## src/design/otr_pkg.sv

```systemverilog
package otr_pkg;

  // command and line byte values
  localparam logic [7:0] RESET_BYTE = 8'hF0;
  localparam logic [7:0] SKIP_ROM   = 8'hCC;
  localparam logic [7:0] CONVERT_T  = 8'h44;
  localparam logic [7:0] READ_PAD   = 8'hBE;
  localparam logic [7:0] READ_SLOT  = 8'hFF;
  localparam logic [7:0] LINE_ZERO  = 8'h00;

  // beat index of the trailing read slot after the two command bytes
  localparam logic [4:0] CMD_SLOT_IDX = 5'd16;
  localparam logic [4:0] CMD_LAST_IDX = 5'd15;

  // job queue depth
  localparam int unsigned QDEPTH = 4;
  localparam int unsigned QAW    = $clog2(QDEPTH);

  typedef enum logic [1:0] {
    MODE_CONVERT = 2'd0,
    MODE_READ    = 2'd1,
    MODE_RX      = 2'd2
  } otr_mode_e;

  typedef enum logic [1:0] {
    ST_IDLE     = 2'd0,
    ST_PRESENCE = 2'd1,
    ST_SLOTS    = 2'd2
  } otr_stage_e;

  typedef enum logic [1:0] {
    JOB_RESET = 2'd0,
    JOB_CMD   = 2'd1,
    JOB_SLOT  = 2'd2,
    JOB_TEMP  = 2'd3
  } otr_op_e;

  typedef struct packed {
    otr_op_e     op;
    logic        reading;
    logic        presence;
    logic [15:0] word;
  } otr_job_t;

  typedef struct packed {
    logic        kind;
    logic [7:0]  tx_byte;
    logic        slow_baud;
    logic [15:0] temperature_raw;
    logic        presence;
    logic        last;
  } otr_beat_t;

endpackage

```

## src/design/onewire_uart_temp_reader.sv

```systemverilog
// an input beat's job is stored in the job queue; its result beats are registered on m_axis
// throughput: one input beat per cycle while the 4-entry job queue has room; one result
//   beat per cycle out while ready is high; a presence echo holds it for 16 or 17 beats
// reset: rst_ni is asynchronous, active low; clears the transaction stage, the job queue
//   and the output valid; presence reads 0 until the first presence echo
module onewire_uart_temp_reader (
  input  logic        clk_i,
  input  logic        rst_ni,
  input  logic        s_axis_tvalid,
  output logic        s_axis_tready,
  input  logic [7:0]  s_axis_tdata,  // [7:0] rx_byte
  input  logic [1:0]  s_axis_tuser,  // [1:0] mode
  output logic        m_axis_tvalid,
  input  logic        m_axis_tready,
  output logic [31:0] m_axis_tdata,  // [7:0] tx_byte, [8] slow_baud,
                                     // [24:9] temperature_raw, [25] presence, rest zero
  output logic        m_axis_tuser,  // [0] kind
  output logic        m_axis_tlast
);

  logic               in_fire;
  logic               push, pop, empty, full;
  otr_pkg::otr_job_t  job, head;
  otr_pkg::otr_beat_t beat;

  // input side stalls only when the job queue is full
  assign s_axis_tready = !full;
  assign in_fire       = s_axis_tvalid && s_axis_tready;

  // front: tracks the 1-wire transaction and turns each beat into at most one job
  otr_front u_front (
    .clk_i     (clk_i),
    .rst_ni    (rst_ni),
    .in_fire_i (in_fire),
    .mode_i    (s_axis_tuser),
    .rx_byte_i (s_axis_tdata),
    .push_o    (push),
    .job_o     (job)
  );

  // short queue between classification and beat generation
  otr_queue u_queue (
    .clk_i   (clk_i),
    .rst_ni  (rst_ni),
    .push_i  (push),
    .job_i   (job),
    .pop_i   (pop),
    .head_o  (head),
    .empty_o (empty),
    .full_o  (full)
  );

  // back: expands each job into line bytes or the temperature word
  otr_back u_back (
    .clk_i       (clk_i),
    .rst_ni      (rst_ni),
    .head_i      (head),
    .empty_i     (empty),
    .pop_o       (pop),
    .out_valid_o (m_axis_tvalid),
    .out_ready_i (m_axis_tready),
    .beat_o      (beat)
  );

  // pack result fields from bit 0 up
  assign m_axis_tdata = {6'd0, beat.presence, beat.temperature_raw, beat.slow_baud,
                         beat.tx_byte};
  assign m_axis_tuser = beat.kind;
  assign m_axis_tlast = beat.last;

endmodule

```

## src/design/otr_front.sv

```systemverilog
module otr_front (
  input  logic              clk_i,
  input  logic              rst_ni,
  input  logic              in_fire_i,
  input  logic [1:0]        mode_i,
  input  logic [7:0]        rx_byte_i,
  output logic              push_o,
  output otr_pkg::otr_job_t job_o
);

  otr_pkg::otr_stage_e stage_q, stage_d;
  logic        reading_q, reading_d;
  logic [4:0]  slot_q, slot_d;
  logic [15:0] word_q, word_d;
  logic        pres_q, pres_d;

  always_ff @(posedge clk_i or negedge rst_ni) begin
    if (!rst_ni) begin
      stage_q   <= otr_pkg::ST_IDLE;
      reading_q <= 1'b0;
      slot_q    <= '0;
      word_q    <= '0;
      pres_q    <= 1'b0;
    end else begin
      stage_q   <= stage_d;
      reading_q <= reading_d;
      slot_q    <= slot_d;
      word_q    <= word_d;
      pres_q    <= pres_d;
    end
  end

  always_comb begin
    logic [15:0] word_n;
    logic [4:0]  slot_n;
    logic        pres_n;
    stage_d   = stage_q;
    reading_d = reading_q;
    slot_d    = slot_q;
    word_d    = word_q;
    pres_d    = pres_q;
    push_o    = 1'b0;
    job_o     = '{op: otr_pkg::JOB_RESET, reading: reading_q, presence: pres_q, word: '0};
    word_n    = {rx_byte_i[0], word_q[15:1]};
    slot_n    = slot_q + 5'd1;
    pres_n    = (rx_byte_i != otr_pkg::RESET_BYTE);
    if (in_fire_i) begin
      unique case (otr_pkg::otr_mode_e'(mode_i))
        otr_pkg::MODE_CONVERT, otr_pkg::MODE_READ: begin
          // commands only start from idle, busy ones are dropped
          if (stage_q != otr_pkg::ST_PRESENCE && stage_q != otr_pkg::ST_SLOTS) begin
            reading_d = mode_i[0];
            slot_d    = '0;
            word_d    = '0;
            stage_d   = otr_pkg::ST_PRESENCE;
            push_o    = 1'b1;
            job_o.op  = otr_pkg::JOB_RESET;
          end
        end
        otr_pkg::MODE_RX: begin
          if (stage_q == otr_pkg::ST_PRESENCE) begin
            pres_d        = pres_n;
            push_o        = 1'b1;
            job_o.op      = otr_pkg::JOB_CMD;
            job_o.presence = pres_n;
            if (reading_q) begin
              slot_d  = '0;
              word_d  = '0;
              stage_d = otr_pkg::ST_SLOTS;
            end else begin
              stage_d = otr_pkg::ST_IDLE;
            end
          end else if (stage_q == otr_pkg::ST_SLOTS) begin
            word_d = word_n;
            push_o = 1'b1;
            if (slot_n[4]) begin
              slot_d     = '0;
              stage_d    = otr_pkg::ST_IDLE;
              job_o.op   = otr_pkg::JOB_TEMP;
              job_o.word = word_n;
            end else begin
              slot_d   = slot_n;
              job_o.op = otr_pkg::JOB_SLOT;
            end
          end
        end
        default: begin
        end
      endcase
    end
  end

endmodule

```

## src/design/otr_queue.sv

```systemverilog
module otr_queue (
  input  logic              clk_i,
  input  logic              rst_ni,
  input  logic              push_i,
  input  otr_pkg::otr_job_t job_i,
  input  logic              pop_i,
  output otr_pkg::otr_job_t head_o,
  output logic              empty_o,
  output logic              full_o
);

  otr_pkg::otr_job_t mem_q [otr_pkg::QDEPTH];
  logic [otr_pkg::QAW-1:0] wr_q, rd_q;
  logic [otr_pkg::QAW:0]   cnt_q;

  assign empty_o = (cnt_q == '0);
  assign full_o  = (cnt_q == (otr_pkg::QAW+1)'(otr_pkg::QDEPTH));
  assign head_o  = mem_q[rd_q];

  always_ff @(posedge clk_i) begin
    if (push_i) begin
      mem_q[wr_q] <= job_i;
    end
  end

  always_ff @(posedge clk_i or negedge rst_ni) begin
    if (!rst_ni) begin
      wr_q  <= '0;
      rd_q  <= '0;
      cnt_q <= '0;
    end else begin
      if (push_i) begin
        wr_q <= wr_q + 1'b1;
      end
      if (pop_i) begin
        rd_q <= rd_q + 1'b1;
      end
      if (push_i && !pop_i) begin
        cnt_q <= cnt_q + 1'b1;
      end else if (pop_i && !push_i) begin
        cnt_q <= cnt_q - 1'b1;
      end
    end
  end

endmodule

```

## src/design/otr_back.sv

```systemverilog
module otr_back (
  input  logic               clk_i,
  input  logic               rst_ni,
  input  otr_pkg::otr_job_t  head_i,
  input  logic               empty_i,
  output logic               pop_o,
  output logic               out_valid_o,
  input  logic               out_ready_i,
  output otr_pkg::otr_beat_t beat_o
);

  logic               valid_q;
  otr_pkg::otr_beat_t beat_q, beat_d;
  logic [4:0]         idx_q;
  logic               load, fire;
  logic [7:0]         cmd_byte;
  logic               cmd_bit;

  assign load        = !valid_q || out_ready_i;
  assign fire        = load && !empty_i;
  assign pop_o       = fire && beat_d.last;
  assign out_valid_o = valid_q;
  assign beat_o      = beat_q;

  // second command byte depends on the transaction kind
  assign cmd_byte = head_i.reading ? otr_pkg::READ_PAD : otr_pkg::CONVERT_T;
  assign cmd_bit  = idx_q[3] ? cmd_byte[idx_q[2:0]] : otr_pkg::SKIP_ROM[idx_q[2:0]];

  always_comb begin
    beat_d = '{kind: 1'b0, tx_byte: otr_pkg::LINE_ZERO, slow_baud: 1'b0,
               temperature_raw: '0, presence: head_i.presence, last: 1'b1};
    unique case (head_i.op)
      otr_pkg::JOB_RESET: begin
        beat_d.tx_byte   = otr_pkg::RESET_BYTE;
        beat_d.slow_baud = 1'b1;
      end
      otr_pkg::JOB_CMD: begin
        if (idx_q[4]) begin
          beat_d.tx_byte = otr_pkg::READ_SLOT;
        end else begin
          beat_d.tx_byte = cmd_bit ? otr_pkg::READ_SLOT : otr_pkg::LINE_ZERO;
        end
        beat_d.last = head_i.reading ? (idx_q == otr_pkg::CMD_SLOT_IDX)
                                     : (idx_q == otr_pkg::CMD_LAST_IDX);
      end
      otr_pkg::JOB_SLOT: begin
        beat_d.tx_byte = otr_pkg::READ_SLOT;
      end
      otr_pkg::JOB_TEMP: begin
        beat_d.kind            = 1'b1;
        beat_d.temperature_raw = head_i.word;
      end
      default: begin
      end
    endcase
  end

  always_ff @(posedge clk_i or negedge rst_ni) begin
    if (!rst_ni) begin
      valid_q <= 1'b0;
      idx_q   <= '0;
    end else begin
      if (load) begin
        valid_q <= !empty_i;
      end
      if (pop_o) begin
        idx_q <= '0;
      end else if (fire) begin
        idx_q <= idx_q + 5'd1;
      end
    end
  end

  always_ff @(posedge clk_i) begin
    if (fire) begin
      beat_q <= beat_d;
    end
  end

endmodule

```

## config.mk

```make
export PLATFORM = sky130hd
export DESIGN_NAME = onewire_uart_temp_reader
export DESIGN_NICKNAME = d
export VERILOG_FILES = /design/src/design/otr_pkg.sv /design/src/design/onewire_uart_temp_reader.sv /design/src/design/otr_front.sv /design/src/design/otr_queue.sv /design/src/design/otr_back.sv
export SDC_FILE = /design/constraint.sdc
export NUM_CORES = 1
export LEC_CHECK = 0
export BUFFER_PORTS_ARGS = -buffer_cell sky130_fd_sc_hd__buf_2
export CAP_MARGIN = 20
export CORE_UTILIZATION = 55
export CTS_BUF_LIST = sky130_fd_sc_hd__clkbuf_8
export DETAILED_ROUTE_END_ITERATION = 10
export PLACE_DENSITY_LB_ADDON = 0.05
export SLEW_MARGIN = 20
export SYNTH_ARGS = -nofsm -noshare
export SYNTH_HDL_FRONTEND = slang
export SYNTH_SLANG_ARGS = --single-unit
```

## constraint.sdc

```tcl
create_clock -name clk_i -period 5.5 [get_ports clk_i]
set_clock_uncertainty 0.2 [all_clocks]
set_input_delay 0.825 -clock clk_i [delete_from_list [all_inputs] [get_ports clk_i]]
set_output_delay 0.825 -clock clk_i [all_outputs]
set_load 0.03 [all_outputs]
```

Word-level counts from Yosys, hierarchy flattened:

Memories as Yosys holds them, arrays and structs flattened.
Cells that the tools add are included.

* $add $sub $neg: 6
* $mul: 0
* divide/modulo/power cells: 0
* $lt $le $gt $ge: 1
* equal/unequal tests: 17
* shifts and indexed selects: 0
* mux-type cells: 51
* bitwise logic cells: 0
* reduce and logical (&&, ||, !) cells: 23

Operators with widths (count)
* $mux W16: 7
* $mux W17: 2
* $pmux W16 S2: 1
* $mux W5: 6
* $mux W8: 3
* $pmux W8 S3: 1
* $mux W2: 9
* $mux W1: 15
* $add A5 B1 Y5 const B: 2
* $pmux W5 S2: 1
* $reduce_and A5 Y1: 2
* $eq A2 B2 Y1 const B: 4
* $ne A8 B8 Y1 const B: 1
* $eq A2 B1 Y1 const B: 3
* $logic_and A1 B1 Y1: 6
* $mux W3: 2
* $ne A3 B1 Y1 const B: 2
* $reduce_bool A2 Y1: 3
* $eq A5 B4 Y1 const B: 1
* $eq A5 B5 Y1 const B: 1
* $logic_not A1 Y1: 5
* $add A2 B1 Y2 const B: 2
* $logic_not A2 Y1: 2
* $lt A3 B4 Y1 const B: 1
* other kinds (15): 16

* bits in registers: 66
* latch bits: 0
* memory bits (writable): 80
* ROM bits: 8
* input bits: 14
* output and inout bits: 36
* logic and storage cells: 116
* memories kept: 2

Memory list
* u_queue.mem_q: words 4, width 20, rd ports 1, clocked after memory_dff 0, write ports 1, line otr_queue.sv:12 `otr_pkg::otr_job_t mem_q [otr_pkg::QDEPTH];`
* (no name shown): words 8, width 1, rd ports 1, clocked after memory_dff 0, write ports 0, line otr_back.sv:27 `assign cmd_bit = idx_q[3] ? cmd_byte[idx_q[2:0]] : otr_pkg::SKIP_ROM[idx_q[2:0]];`

Depth between registers and ports, before layout:

* depth in word-level cells: 9
* gate-level depth with buffers: 12
* gate-level depth less buffers: 11

Modules after synthesis:

Synthesis repeated with hierarchy kept, for this count alone.

* cells, all modules: 393
* area, all modules: 5964.5 um^2

Modules (own cells, without submodules)
* otr_queue: instances 1, cells each 138, area an instance 3283.1 um^2, sequential area each 2577.5 um^2
* otr_front: instances 1, cells each 148, area an instance 1377.6 um^2, sequential area each 575.6 um^2
* otr_back: instances 1, cells each 98, area an instance 1244.9 um^2, sequential area each 810.8 um^2
* onewire_uart_temp_reader: instances 1, cells each 9, area an instance 58.8 um^2, sequential area each 0.0 um^2

Worst setup path after synthesis:

OpenSTA, ideal clock, no wires.

* path type: input-to-reg
* start point: input port m_axis_tready
* end point: register u_queue.cnt_q[1] (netlist bit)
* setup time: 0.125 ns
* arrival: 2.724 ns
* required time: 5.175 ns
* setup slack: 2.452 ns
* stages: 8
* buffers on the path: 0
* cells stage by stage: inv_1 > a21o_1 > inv_1 > nand2_2 > ha_1 > inv_1 > fa_1 > mux2_2

* longest elaborated chain between the ends: 6
* elaborated cells on any way between the ends: 8
* classes of those cells: 1 x mux; 7 x reduce/logical

RTL lines
* start, declared: line onewire_uart_temp_reader.sv:14 `input logic m_axis_tready,`
* $logic_or A1 B1 Y1 *: line otr_back.sv:19 `assign load = !valid_q || out_ready_i;`
* $logic_and A1 B1 Y1 *: line otr_back.sv:20 `assign fire = load && !empty_i;`
* via u_back.fire: line otr_back.sv:15 `logic load, fire;`
* $logic_and A1 B1 Y1 *: line otr_back.sv:21 `assign pop_o = fire && beat_d.last;`
* $logic_not A1 Y1: line otr_queue.sv:38 `if (push_i && !pop_i) begin`
* $logic_and A1 B1 Y1: line otr_queue.sv:38
* $mux W3 or $reduce_bool A2 Y1 (tied branches)
* end signal, assigned: line otr_queue.sv:39 `cnt_q <= cnt_q + 1'b1;`
* end signal, assigned: line otr_queue.sv:41 `cnt_q <= cnt_q - 1'b1;`
* end, declared: line otr_queue.sv:14 `logic [otr_pkg::QAW:0] cnt_q;`

Mark *: on every way through the listed nets, which the timed path passes. The rest lies on a longest branch.
A chain may end at the register's enable or synchronous reset.

Worst setup path in the final report:

* start point: register u_queue.rd_q[0] (netlist bit)
* end point: register u_queue.cnt_q[2] (netlist bit)

* longest elaborated chain between the ends: 7
* elaborated cells on any way between the ends: 10
* classes of those cells: 1 x eq/ne; 3 x mux; 5 x reduce/logical; 1 x memory

RTL lines
* start, declared: line otr_queue.sv:13 `logic [otr_pkg::QAW-1:0] wr_q, rd_q;`
* start signal, assigned: line otr_queue.sv:36 `rd_q <= rd_q + 1'b1;`
* $mem_v2 Z4 W20 *
* $eq A2 B1 Y1 or $mux W1 (tied branches): line otr_back.sv:32, otr_back.sv:43
* $mux W1 *: line otr_back.sv:32 `unique case (head_i.op)`
* $logic_and A1 B1 Y1 *: line otr_back.sv:21
* $logic_not A1 Y1: line otr_queue.sv:38
* $logic_and A1 B1 Y1: line otr_queue.sv:38
* $mux W3 or $reduce_bool A2 Y1 (tied branches)

Mark *: on every way between the ends. The rest lies on a longest branch, timed or not.

==> run metrics <==
deepest clock path buffer count 2; H-tree depth 4; clk slew on worst S/H paths about 0.070 ns; largest net degree at the start of global routing 38; Chip Height roughly 100 um; Die W around 100 um; Slowest cell on crit path dfrtp_1; Async SR Flop Fraction a little over a quarter; WL final about 9600 um; Setup TNS 0 ns; GRT met1 Usage roughly 26%; peak supply drop roughly 0.25 mV; Synth area leaders edfxtp_1 53%, dfrtp_1 16%, mux4_2 7.8%; sequential share of the synthesized area between 60% and 70%; antenna cells 0; Crit. End Element register; first-pass GRT wire length 15,810 um; Sinks on Clock Net around 140; Synth top area share 52.94%; Ys Warns 0; Iteration-0 DRC Markers between 100 and 150; number of flops mapped to enable cells by yosys between 100 and 150; Final #Nets ~450; crit path time final 3.684 ns; Post-CTS Setup Bufs 0; gpl congestion a little under 0.8; biggest area consumer among synthesized cells edfxtp_1; Critical Path Source Type register; CP max FO 21; worst hold path type in2async; met2 usage in global routing a little under a third; Post-CTS Hold Buffers 0; dpl hpwl ~6300 um; synthesized area 5786 um2; Die Area ~11,000 um2; TritonCTS clock tree built; Clock Latency Late Sink 0.44 ns; DP Worst Slack 1.774 ns; fraction of final layout cells sized beyond drive strength 1 about 25%; io pins 50; Mean Syn Cell Area between 10 and 15 um2; Synth Register Bits ~140; final setup violation count 0; most common cell after layout, fill and taps aside edfxtp_1; Fmax between 200 and 300 MHz; global routing usage on met3 between 6 and 7%; Top Usage Layer GRT met2; row count 37; Tightest Pin Transition between 1 and 1.5 ns; Overall Global Routing Usage between 10% and 20%; Pwr Density around 530 nW/um2; Primary FF master, synth edfxtp_1; CP required roughly 5.7 ns; Netlist cell types 47; Data arrival, critical path slightly below 4 ns; Crit Path Category reg2reg; Final WS setup roughly 1.8 ns; core footprint around 10,000 um2; vias in the first global route ~3,100; starting density of the core a little under three fifths; commonest cells after routing, fill and taps aside 102 x edfxtp_1, 47 x nand2_1, 43 x buf_2; total grt overflow 0; Pre-antenna DRT Iters 5; CP max stage delay approximately 0.75 ns; Final period util about 67%; maxcap violations 0; final number of hold-violating endpoints 0; CTS Buf Count 17; Leak roughly 0.0025 uW; CTS Root Cell clkbuf_8; worst-path cell chain mux4_2 > nand2b_4 > a311o_1 > nand2_2 > ha_1 > inv_1 > fa_1 > xor2_1 > nor2_1 > xor2_1; Syn Inst Count between 300 and 400; CTS resizes 0; # DRC 0; Crit path top cell by count xor2_1; initial antenna violation count 0; Worst slew margin ~30%; routed vias 3,137; Post-DRT Antenna Nets 0; Final Max Tran Viols 0; Vias per Instance approximately 5.4; status complete, no violations; P&R area growth vs syn 12.22%; Wirelength per Cell between 15 and 20 um; port bufs between 40 and 50; unrepaired setup endpoints after global routing no
## metrics by stage
stage	utilization [%]	cells	cell area [um2]	power [uW]	hold slack, ns
6_report	63.17	576	6492	3423	0.2700
5_1_grt	63.17	576	6492	3608	0.3089
4_1_cts	63.11	576	6486	3458	0.2690
3_5_place_dp	58.84	544	6047	2550	0.2611
3_3_place_gp	58.70	544	6033	2528	0.2521
2_1_floorplan	-	392	5804	2331	0.2387
## cells by family after synthesis
kind of cell / share of synthesized area, %
simple gates: 11.05
fa+ha+maj: 2.509
compound gates: 4.801
xor+xnor: 0.9083
buf+inv: 3.611
flops: 68.51
other cells: 0.06482
mux: 8.542
## flip-flops by register name (all words and copies together) (netlist names), 2 cells and up
register         cells
u_queue.mem_q       80
u_back.beat_o       22
u_front.word_q      15
u_back.idx_q         5
u_front.slot_q       4
u_queue.cnt_q        3
u_front.stage_q      2
u_queue.rd_q         2
u_queue.wr_q         2
## cells in the mapped netlist (2+ instances only)
master    instances
o21ai_0          28
buf_4            13
and2_1           21
xor2_1            2
and3_1           18
mux2_2            3
ha_1             10
nand3_1           4
mux4_2           20
a21o_1            4
clkbuf_1          9
xnor2_1           4
nand4_1           5
buf_2             5
nand2_1          47
nor3_1            6
nor2_1            6
dfrtp_1          36
nand3b_1          2
edfxtp_1        102
inv_1            10
nor2b_1           2
a21oi_1           6
## critical path, delay by kind of cell, from the launching register on
| kind | cells | cell delay, ns |
|---|---|---|
| fa+ha+maj | 2 | 0.63 |
| simple gates | 3 | 0.47 |
| compound gates | 1 | 0.43 |
| buf+inv | 1 | 0.07 |
| mux | 1 | 0.75 |
| flops | 1 | 0.75 |
| xor+xnor | 2 | 0.32 |
## power by group
part           internal, uW  switching (uW)
combinational           386             647
sequential             1380             106
clock                   531             373
total                  2300            1130
## final cells by class
class,count,area (um2)
Clock buffer,17,234.0
Clock inverter,15,205.2
Fill cell,794,3785
Inverter,10,37.54
Multi-Input combinational cell,215,1652
Sequential cell,138,3964
Tap cell,136,170.2
Timing Repair Buffer,45,230.2
## path summary, 6_finish.rpt
kind	startpoint	endpoint	slack (ns)	depth (start not counted)
min in group clk_i	u_front.pres_q	u_front.pres_q	0.27	2
max in group asynchronous	rst_ni	u_front.slot_q[0]	4.31	1
max	u_queue.rd_q[0]	u_queue.cnt_q[2]	1.82	10
min reg2reg	u_front.pres_q	u_front.pres_q	0.27	2
min	rst_ni	u_queue.rd_q[1]	0.27	1
max reg2reg	u_queue.rd_q[0]	u_queue.cnt_q[2]	1.82	10
## metal layers
metal	up-vias	wire, um
li1	1495	-
met1	1555	4461
met2	76	4536
met3	11	419
met4	0	140
met5	-	0
No activity file was read; power rests on OpenSTA's default activity.
